## src/design/pcapx_pkg.sv

```systemverilog
// Shared types and constants for the pcap UDP payload extractor.
package pcapx_pkg;

	typedef enum logic [1:0] {
		PH_GLOBAL = 2'd0,
		PH_RECHDR = 2'd1,
		PH_DATA   = 2'd2,
		PH_HALT   = 2'd3
	} phase_t;

	typedef enum logic [2:0] {
		KIND_PAYLOAD = 3'd0,
		KIND_EMPTY   = 3'd1,
		KIND_DISCARD = 3'd2,
		KIND_SUBST   = 3'd3,
		KIND_HALT    = 3'd4
	} kind_t;

	typedef enum logic [2:0] {
		CODE_SHORT    = 3'd0,
		CODE_NOT_IPV4 = 3'd1,
		CODE_NOT_UDP  = 3'd2,
		CODE_BAD_IHL  = 3'd3,
		CODE_NOT_ETH  = 3'd4,
		CODE_NO_PRIOR = 3'd5
	} code_t;

	// one result from the parser to the output register
	typedef struct packed {
		logic       vld;
		kind_t      kind;
		logic [7:0] data;
		logic       last;
		code_t      code;
	} result_t;

	localparam int GLOBAL_LAST  = 23;   // last byte of the global header
	localparam int RECHDR_LAST  = 15;   // last byte of a record header
	localparam int CAPLEN_FIRST = 8;    // captured length, bytes 8..11
	localparam int CAPLEN_LAST  = 11;
	localparam int OFF_ETYPE_HI = 12;
	localparam int OFF_ETYPE_LO = 13;
	localparam int OFF_IP_VIHL  = 14;
	localparam int OFF_IP_PROTO = 23;
	localparam int OFF_UDP_HI   = 38;
	localparam int OFF_UDP_LO   = 39;
	localparam int OFF_EMPTY    = 41;
	localparam int OFF_PAYLOAD  = 42;
	localparam int MIN_LEN_ETH  = 14;
	localparam int MIN_LEN_IP   = 34;
	localparam int UDP_HDR_LEN  = 8;

	localparam logic [31:0] LINKTYPE_ETH = 32'd1;
	localparam logic [15:0] ETYPE_IPV4   = 16'h0008; // as read little-endian
	localparam logic [7:0]  PROTO_UDP    = 8'd17;
	localparam logic [3:0]  IHL_PLAIN    = 4'd5;
	localparam logic [16:0] LIMIT_RESET  = 17'd65536;

endpackage

```

## src/design/pcapx_parser.sv

```systemverilog
// Per-byte pcap / Ethernet / IPv4 / UDP parser state and next-state logic.
module pcapx_parser #(
	parameter int LENGTH_BITS = 17
) (
	input  logic                clk,
	input  logic                arst_n,
	input  logic                step,
	input  logic [7:0]          file_byte,
	input  logic                restart,
	input  logic [16:0]         length_limit,
	output pcapx_pkg::result_t  res
);
	import pcapx_pkg::*;

	localparam int LW = LENGTH_BITS;
	localparam int CW = (LW > 16) ? LW : 16;

	phase_t          phase_q, phase_c, phase_d;
	logic [LW-1:0]   off_q, off_c, off_d;
	logic [LW-1:0]   rlen_q, rlen_c, rlen_d;
	logic [LW-1:0]   lgood_q, lgood_c, lgood_d;
	logic [31:0]     hw_q, hw_c, hw_d;
	logic [7:0]      udp_hi_q, udp_hi_c, udp_hi_d;
	logic            ok_q, ok_c, ok_d;
	logic [LW-1:0]   pend_q, pend_c, pend_d;

	// restart drops all state before the byte is looked at
	always_comb begin
		if (restart) begin
			phase_c  = PH_GLOBAL;
			off_c    = '0;
			rlen_c   = '0;
			lgood_c  = '0;
			hw_c     = '0;
			udp_hi_c = '0;
			ok_c     = 1'b0;
			pend_c   = '0;
		end else begin
			phase_c  = phase_q;
			off_c    = off_q;
			rlen_c   = rlen_q;
			lgood_c  = lgood_q;
			hw_c     = hw_q;
			udp_hi_c = udp_hi_q;
			ok_c     = ok_q;
			pend_c   = pend_q;
		end
	end

	logic [31:0]   hw_shift, hw_hdr, lim32, ll32, mask32;
	logic          glob_last, glob_bad, hdr_cap, hdr_last, over, no_prior;
	logic [LW-1:0] new_rlen;
	logic [LW:0]   o_inc;
	logic          rec_end, rec_last, type_bad, in_pay, pay_last;
	logic [15:0]   udp_full, cnt16;
	logic [CW-1:0] cnt_w, avail_w, clip_w;
	logic [LW-1:0] pend_new;

	assign hw_shift  = {file_byte, hw_c[31:8]};
	assign glob_last = (off_c == LW'(GLOBAL_LAST));
	assign glob_bad  = (hw_shift != LINKTYPE_ETH);
	assign hdr_cap   = (off_c >= LW'(CAPLEN_FIRST)) && (off_c <= LW'(CAPLEN_LAST));
	assign hw_hdr    = hdr_cap ? hw_shift : hw_c;
	assign hdr_last  = (off_c == LW'(RECHDR_LAST));
	assign ll32      = {15'd0, length_limit};
	assign mask32    = {{(32-LW){1'b0}}, {LW{1'b1}}};
	assign lim32     = (ll32 < mask32) ? ll32 : mask32;
	assign over      = (hw_hdr > lim32);
	assign no_prior  = (lgood_c == '0);
	assign new_rlen  = over ? lgood_c : hw_hdr[LW-1:0];

	assign o_inc    = {1'b0, off_c} + (LW+1)'(1);
	assign rec_end  = (o_inc >= {1'b0, rlen_c});
	assign rec_last = (o_inc == {1'b0, rlen_c});
	assign type_bad = ({file_byte, hw_c[7:0]} != ETYPE_IPV4);
	assign in_pay   = (off_c >= LW'(OFF_PAYLOAD)) && (off_c < pend_c);
	assign pay_last = (o_inc == {1'b0, pend_c});

	// payload end = 42 + min(udp_len - 8, caplen - 42)
	assign udp_full = {udp_hi_c, file_byte};
	assign cnt16    = (udp_full < 16'(UDP_HDR_LEN)) ? 16'd0 : udp_full - 16'(UDP_HDR_LEN);
	assign cnt_w    = CW'(cnt16);
	assign avail_w  = CW'(rlen_c - LW'(OFF_PAYLOAD));
	assign clip_w   = (cnt_w > avail_w) ? avail_w : cnt_w;
	assign pend_new = LW'(OFF_PAYLOAD) + clip_w[LW-1:0];

	// next phase
	always_comb begin
		phase_d = phase_c;
		case (phase_c)
			PH_GLOBAL: begin
				if (glob_last)
					phase_d = glob_bad ? PH_HALT : PH_RECHDR;
			end
			PH_RECHDR: begin
				if (hdr_last) begin
					if (over && no_prior)
						phase_d = PH_HALT;
					else if (new_rlen != '0)
						phase_d = PH_DATA;
				end
			end
			PH_DATA: begin
				if (rec_end)
					phase_d = PH_RECHDR;
			end
			default: phase_d = phase_c;
		endcase
	end

	// datapath and result
	always_comb begin
		off_d    = off_c;
		rlen_d   = rlen_c;
		lgood_d  = lgood_c;
		hw_d     = hw_c;
		udp_hi_d = udp_hi_c;
		ok_d     = ok_c;
		pend_d   = pend_c;
		res      = '{vld: 1'b0, kind: KIND_PAYLOAD, data: 8'd0, last: 1'b0, code: CODE_SHORT};
		case (phase_c)
			PH_GLOBAL: begin
				hw_d  = hw_shift;
				off_d = off_c + LW'(1);
				if (glob_last) begin
					off_d = '0;
					if (glob_bad) begin
						res.vld  = 1'b1;
						res.kind = KIND_HALT;
						res.code = CODE_NOT_ETH;
					end else begin
						hw_d = '0;
					end
				end
			end
			PH_RECHDR: begin
				hw_d  = hw_hdr;
				off_d = off_c + LW'(1);
				if (hdr_last) begin
					off_d = '0;
					if (over && no_prior) begin
						res.vld  = 1'b1;
						res.kind = KIND_HALT;
						res.code = CODE_NO_PRIOR;
					end else begin
						hw_d   = '0;
						rlen_d = new_rlen;
						if (over) begin
							res.vld  = 1'b1;
							res.kind = KIND_SUBST;
						end else begin
							lgood_d = new_rlen;
						end
						if (new_rlen == '0) begin
							res.vld  = 1'b1;
							res.kind = KIND_DISCARD;
							res.code = CODE_SHORT;
						end else begin
							ok_d     = 1'b1;
							udp_hi_d = '0;
							pend_d   = '0;
						end
					end
				end
			end
			PH_DATA: begin
				if (ok_c) begin
					if (off_c == LW'(OFF_ETYPE_HI)) begin
						hw_d = {24'd0, file_byte};
					end else if (off_c == LW'(OFF_ETYPE_LO)) begin
						if (type_bad) begin
							ok_d     = 1'b0;
							res.vld  = 1'b1;
							res.kind = KIND_DISCARD;
							res.code = CODE_NOT_IPV4;
						end else if (rlen_c < LW'(MIN_LEN_IP)) begin
							ok_d     = 1'b0;
							res.vld  = 1'b1;
							res.kind = KIND_DISCARD;
							res.code = CODE_SHORT;
						end
					end else if (off_c == LW'(OFF_IP_VIHL)) begin
						hw_d = {24'd0, file_byte};
					end else if (off_c == LW'(OFF_IP_PROTO)) begin
						if (file_byte != PROTO_UDP) begin
							ok_d     = 1'b0;
							res.vld  = 1'b1;
							res.kind = KIND_DISCARD;
							res.code = CODE_NOT_UDP;
						end else if (hw_c[3:0] != IHL_PLAIN) begin
							ok_d     = 1'b0;
							res.vld  = 1'b1;
							res.kind = KIND_DISCARD;
							res.code = CODE_BAD_IHL;
						end else if (rlen_c < LW'(OFF_PAYLOAD)) begin
							ok_d     = 1'b0;
							res.vld  = 1'b1;
							res.kind = KIND_DISCARD;
							res.code = CODE_SHORT;
						end
					end else if (off_c == LW'(OFF_UDP_HI)) begin
						udp_hi_d = file_byte;
					end else if (off_c == LW'(OFF_UDP_LO)) begin
						pend_d = pend_new;
					end else if (off_c == LW'(OFF_EMPTY)) begin
						if (pend_c == LW'(OFF_PAYLOAD)) begin
							ok_d     = 1'b0;
							res.vld  = 1'b1;
							res.kind = KIND_EMPTY;
						end
					end else if (in_pay) begin
						res.vld  = 1'b1;
						res.kind = KIND_PAYLOAD;
						res.data = file_byte;
						res.last = pay_last;
						if (pay_last)
							ok_d = 1'b0;
					end
					// record ran out before a verdict
					if (!res.vld && ok_d && rec_last) begin
						ok_d     = 1'b0;
						res.vld  = 1'b1;
						res.kind = KIND_DISCARD;
						res.code = CODE_SHORT;
					end
				end
				off_d = o_inc[LW-1:0];
				if (rec_end) begin
					off_d = '0;
					hw_d  = '0;
					ok_d  = 1'b0;
				end
			end
			default: begin
				// halted: bytes are dropped
			end
		endcase
	end

	always_ff @(posedge clk or negedge arst_n) begin
		if (!arst_n) begin
			phase_q  <= PH_GLOBAL;
			off_q    <= '0;
			rlen_q   <= '0;
			lgood_q  <= '0;
			hw_q     <= '0;
			udp_hi_q <= '0;
			ok_q     <= 1'b0;
			pend_q   <= '0;
		end else if (step) begin
			phase_q  <= phase_d;
			off_q    <= off_d;
			rlen_q   <= rlen_d;
			lgood_q  <= lgood_d;
			hw_q     <= hw_d;
			udp_hi_q <= udp_hi_d;
			ok_q     <= ok_d;
			pend_q   <= pend_d;
		end
	end

	a_halt_silent: assert property (@(posedge clk) disable iff (!arst_n)
		(phase_q == PH_HALT && !restart) |-> !res.vld)
		else $error("result produced while halted");

	a_pend_in_record: assert property (@(posedge clk) disable iff (!arst_n)
		(phase_q == PH_DATA) |-> (pend_q <= rlen_q))
		else $error("payload end beyond record length");

	a_ok_only_in_data: assert property (@(posedge clk) disable iff (!arst_n)
		ok_q |-> (phase_q == PH_DATA))
		else $error("packet_ok set outside record data");

endmodule

```

## src/design/pcap_udp_payload_extractor.sv

```systemverilog
// Top level: pcap byte stream in, UDP payload bytes and verdicts out.
//
//  channel  | handshake            | payload
//  ---------+----------------------+------------------------------------------
//  in       | in_valid / in_ready  | file_byte[7:0], restart
//  out      | out_valid/ out_ready | kind[2:0], payload_byte[7:0], last, code[2:0]
//  cfg      | cfg_valid/ cfg_ready | cfg_data[16:0] -> length_limit
//
// One byte per cycle sustained while out_ready stays high. A request is
// held in the input register, the parser steps over it and any result lands
// in the output register.
// The parser steps whenever the output register is empty or being drained,
// so a stall on out_ready backs up through in_ready with no bubble.
// Reset clears parser state and sets length_limit to 65536; cfg is always
// ready and should only be written while no request is in flight.
module pcap_udp_payload_extractor #(
	parameter int LENGTH_BITS = 17
) (
	input  logic        clk,
	input  logic        arst_n,
	// input stream
	input  logic        in_valid,
	output logic        in_ready,
	input  logic [7:0]  file_byte,
	input  logic        restart,
	// result stream
	output logic        out_valid,
	input  logic        out_ready,
	output logic [2:0]  kind,
	output logic [7:0]  payload_byte,
	output logic        last,
	output logic [2:0]  code,
	// configuration
	input  logic        cfg_valid,
	output logic        cfg_ready,
	input  logic [16:0] cfg_data
);
	import pcapx_pkg::*;

	logic        valid_s1;
	logic [7:0]  byte_s1;
	logic        restart_s1;
	logic        advance;
	result_t     res;

	logic        out_valid_q;
	logic [2:0]  kind_q;
	logic [7:0]  byte_q;
	logic        last_q;
	logic [2:0]  code_q;
	logic [16:0] length_limit_q;

	// parser consumes the staged byte when the result slot is free
	assign advance  = valid_s1 && (!out_valid_q || out_ready);
	assign in_ready = !valid_s1 || advance;

	// input register
	always_ff @(posedge clk or negedge arst_n) begin
		if (!arst_n)
			valid_s1 <= 1'b0;
		else if (in_ready)
			valid_s1 <= in_valid;
	end

	always_ff @(posedge clk) begin
		if (in_ready && in_valid) begin
			byte_s1    <= file_byte;
			restart_s1 <= restart;
		end
	end

	// length limit register; no backpressure on config
	assign cfg_ready = 1'b1;

	always_ff @(posedge clk or negedge arst_n) begin
		if (!arst_n)
			length_limit_q <= LIMIT_RESET;
		else if (cfg_valid)
			length_limit_q <= cfg_data;
	end

	pcapx_parser #(
		.LENGTH_BITS(LENGTH_BITS)
	) u_parser (
		.clk          (clk),
		.arst_n       (arst_n),
		.step         (advance),
		.file_byte    (byte_s1),
		.restart      (restart_s1),
		.length_limit (length_limit_q),
		.res          (res)
	);

	// output register: reloaded whenever it is empty or being taken
	always_ff @(posedge clk or negedge arst_n) begin
		if (!arst_n)
			out_valid_q <= 1'b0;
		else if (!out_valid_q || out_ready)
			out_valid_q <= advance && res.vld;
	end

	always_ff @(posedge clk) begin
		if (advance && res.vld) begin
			kind_q <= res.kind;
			byte_q <= res.data;
			last_q <= res.last;
			code_q <= res.code;
		end
	end

	assign out_valid    = out_valid_q;
	assign kind         = kind_q;
	assign payload_byte = byte_q;
	assign last         = last_q;
	assign code         = code_q;

	a_non_payload_clean: assert property (@(posedge clk) disable iff (!arst_n)
		(out_valid_q && kind_q != KIND_PAYLOAD) |-> (byte_q == 8'd0 && !last_q))
		else $error("data or last set on a non-payload result");

	a_stage_holds: assert property (@(posedge clk) disable iff (!arst_n)
		(valid_s1 && out_valid_q && !out_ready) |=> (valid_s1 && $stable(byte_s1)))
		else $error("staged byte lost while output stalled");

	a_cfg_write: assert property (@(posedge clk) disable iff (!arst_n)
		(cfg_valid && cfg_ready) |=> (length_limit_q == $past(cfg_data)))
		else $error("length limit write not taken");

endmodule

```

## config.mk

```make
export PLATFORM = sky130hd
export DESIGN_NAME = pcap_udp_payload_extractor
export DESIGN_NICKNAME = d
export VERILOG_FILES = /design/src/design/pcapx_pkg.sv /design/src/design/pcapx_parser.sv /design/src/design/pcap_udp_payload_extractor.sv
export SDC_FILE = /design/constraint.sdc
export NUM_CORES = 1
export LEC_CHECK = 0
export BUFFER_PORTS_ARGS = -buffer_cell sky130_fd_sc_hd__buf_2
export CAP_MARGIN = 20
export CORE_ASPECT_RATIO = 1.75
export CORE_UTILIZATION = 50
export CTS_BUF_LIST = sky130_fd_sc_hd__clkbuf_16
export DETAILED_ROUTE_END_ITERATION = 16
export GPL_ROUTABILITY_DRIVEN = 0
export MAX_ROUTING_LAYER = met4
export PLACE_DENSITY_LB_ADDON = 0.2
export SLEW_MARGIN = 15
export SYNTH_ARGS = -nofsm -noshare
export SYNTH_HDL_FRONTEND = slang
export SYNTH_SLANG_ARGS = --single-unit
export TNS_END_PERCENT = 30
```

## constraint.sdc

```tcl
create_clock -name clk -period 6.7 [get_ports clk]
set_clock_uncertainty 0.1 [all_clocks]
set_input_delay 0.335 -clock clk [delete_from_list [all_inputs] [get_ports clk]]
set_output_delay 0.335 -clock clk [all_outputs]
set_load 0.01 [all_outputs]
```

==> impl_results.md <==
* Outcome: finished clean
* Worst Path Class, Setup: reg -> reg
* Share of cells above drive strength 1 at 0.09460
* Peak VDD IR at 0.1901 mV
* Netlist cell types at 79
* DR vias/cell at 6.443
* Worst setup startpoint: byte_s1[3]
* Synth area leaders: dfrtp_1, ha_1, nand2_1
* Critical Path Max Stage Delay at 620 ps
* Clk slew on worst S/H paths at 60 ps
* Initial antenna violation count at 0
* FF-to-FF path depth at 22
* Setup crit start kind: register
* Synth Area in XOR/XNOR at 0.04072
* Sequential fraction of the synthesis area at 0.3335
* Largest net degree at the start of global routing at 80
* Die area at 24300 sq um
* RSZ-0062 raised after global routing: no
* GRT met3 Usage at 0.06513
* I/O Pins at 49
* Area of the multi-input gates at 7327 sq um
* Filler cells at 2171
* Yosys warnings at 0
* Gr usage total at 0.3706
* Antenna cells at 0
* Final WL at 42240 um
* Hold Path Class: in -> reg
* DR iter-0 viols at 975
* Critical R2R Capture: u_parser.pend_q[7]
* Worst path cell trace: inv_1 -> ha_1 -> nor4b_1 -> o21ai_1 -> nor2_1 -> o21ai_0 -> a21oi_1 -> ha_1 -> nand3_1 -> nor2_1 -> a32o_1 -> nor4b_2 -> nand2_1 -> mux2_2 -> ha_1 -> a21o_1 -> a22o_1 -> nand2_1 -> and2_1 -> nor3_1 -> o31ai_1 -> o21ai_0
* # Max-Cap Violations at 0
* Clock sinks at 153
* Total global routing overflow at 0
* Clock Path Buffers at 2
* RR Startpoint: byte_s1[3]
* Vias in the first global route at 11390
* WHS at 16.05 ps
* Fin Setup TNS at 0 ps
* Die width at 118.3 um
* CTS root buffer: clkbuf_16
* Final ANT Viol Nets at 0
* Crit path to: u_parser.pend_q[7]
* Cts bufs inserted at 17
* Highest clock rate at 0.1623 GHz
* # H-tree levels at 4
* Dpl ws at 722.6 ps
* Core ar. at 23240 sq um
* GR Util met1 at 0.3736
* Fin. Hold Viols at 0
* Worst-Margin Slew at 1090 ps
* Post-detail-place hpwl at 31300 um
* CP Capture Type: register
* Gr busiest metal: met2
* Syn Inst Count at 1458
* Crit-path leading delay family: simple AND/OR/NAND/NOR gates
* Final Max Slew Viols at 0
* Worst path slowest cell: nor4b_1
* Max_slew headroom at 0.2681
* Synth top area share at 0.2729
* Met2 Use GR at 0.6145
* Async S/R FF share, synth at 0.8497
* Drt drc at 0
* Critical Path Most Common Cell: ha_1
* IO buf count at 47
* Initial Utilization at 0.5090
* Syn Area/Cell at 8.113 sq um
* Final setup fails at 0
* Register Area at 3945 sq um
* WP data arrival at 6380 ps
* Final worst setup slack at 538.6 ps
* WP data required at 6920 ps
* Predominant post-synthesis flop cell: dfrtp_1
* Vias at 11630
* CTS tree: yes
* Drt wl/cell at 23.40 um
* Die Ht at 205.5 um
* FP Rows at 74
* Pwr dens at 208.3 nW/um^2
* Main combinational cell family by area after synthesis: simple AND/OR/NAND/NOR gates
* Adder-cell share of the synthesized area at 0.08145
* Syn nets at 1566
* R2r setup slk at 540 ps
* Synth Area in Compound Gates at 0.2296
* Mux share of post-synthesis cell area at 0.03184
* Router iterations before antenna repair at 6
* LEAKAGE at 0.005725 uW
* Fin crit period at 6161 ps
* Nets@finish at 1596
* Area Growth Syn to Fin at 11.13%
* Area fraction in and, or, nand and nor cells after synthesis at 0.2329
* Post-synth top area cell: dfrtp_1
* Final worst-path cycle share at 0.9196
* Seq cells post-synth at 153
* Top fanout value on the critical path at 13
* First-pass GRT wire length at 65180 um
* Cell Area, Synth at 11830 sq um
* CP Depth at 22
* Clock Latency Late Sink at 460 ps
* EDFF count, synth at 23
* Post-CTS resize count at 0
* Worst path bufs/invs at 1
==> worst min-delay path by stage <==
stage                           start             endpoint  slack, ps  cells past startpoint
final                     cfg_data[0]    length_limit_q[0]         20                      2
after global routing      cfg_data[0]    length_limit_q[0]         20                      2
after CTS                 cfg_data[0]    length_limit_q[0]        0.3                      2
after detailed placement       arst_n  u_parser.pend_q[11]        330                      1
after global placement         arst_n  u_parser.pend_q[11]        320                      1
after floorplan                arst_n    length_limit_q[0]        -60                      0
==> registers in the layout (all words and copies together) (netlist names), 2 cells and up <==
signal,cells
u_parser.udp_hi_q,8
u_parser.off_q,17
length_limit_q,17
kind,3
u_parser.lgood_q,17
byte_s1,8
u_parser.rlen_q,17
code,2
payload_byte,8
u_parser.hw_q,32
u_parser.pend_q,17
u_parser.phase_q,2
==> kinds of logic after synthesis <==
family / after synthesis
buf+inv: 147
other cells: 1
fa+ha+maj: 77
mux: 36
flops: 153
xor+xnor: 55
simple gates: 570
compound gates: 419
==> cells in the mapped netlist (all sizes together), types with 24 or more instances <==
library cell  number
o21ai            119
dfrtp            129
a21oi             85
nor3              43
ha                77
inv               59
nor2             127
a22oi             25
nand4             26
xor2              24
nand3             45
nor2b             40
a21o              33
nand2            198
xnor2             31
clkbuf            66
a22o              28
==> through the flow <==
step	power, uW	area (sq um)	util	std cells
2_1_floorplan	1534	11850	-	1458
3_3_place_gp	1744	12300	0.5291	1746
3_5_place_dp	1754	12300	0.5291	1746
4_1_cts	2731	13130	0.5651	1804
5_1_grt	2850	13150	0.5656	1805
6_report	2738	13150	0.5656	1805
==> worst register-to-register path, delay by kind of cell (launching register included) <==
kind	cells	cell delay, ps
AND/OR/NAND/NOR	9	2270
AO/OA/AOI/OAI	8	1650
adder cells (fa/ha/maj)	3	850
flip-flops	1	550
multiplexers	1	390
buffers and inverters	1	200
==> metal layers <==
layer | part of all wire | wire length, um | up-vias
met3 | 0.067 | 2847 | 237
met4 | 0.10 | 4348 | 0
li1 | - | - | 5341
met2 | 0.48 | 20330 | 562
met1 | 0.35 | 14720 | 5490
met5 | 0 | 0 | -
==> where the power goes <==
part	switching (uW)	internal [uW]	leakage, uW
clock	418	549	0.000288
sequential	81.9	1000	0.00194
combinational	447	240	0.00349
==> layout make-up <==
cell class                      instances  share of cell area
Multi-Input combinational cell       1158              0.5574
Sequential cell                       153              0.3001
Timing Repair Buffer                   99             0.05283
Clock buffer                           17             0.03236
Tap cell                              304             0.02894
Inverter                               59             0.01685
Clock inverter                         15             0.01152
==> cell usage in the layout (no fill, tap or decap), types with 17 or more instances in the layout <==
master,count
o21ai_0,115
nor2b_1,40
a31oi_1,20
a22o_1,28
nand3_1,45
buf_2,47
mux2i_1,23
ha_1,77
nor3_1,40
a21oi_1,85
nand2_1,197
edfxtp_1,23
dlygate4sd3_1,26
buf_4,25
nand4_1,26
xor2_1,24
a22oi_1,25
dfrtp_1,129
xnor2_1,31
nor4_1,19
clkbuf_16,17
inv_1,60
a21o_1,33
nor2_1,127
o21a_1,19
==> repair_timing <==
action / 4_1_cts / 5_1_grt
hold buffers: 26 / 0
endpoints found under the hold margin: 102 / 0
buffers inserted: 0 / 0
Note: power is estimated with default switching activity, not from simulation.
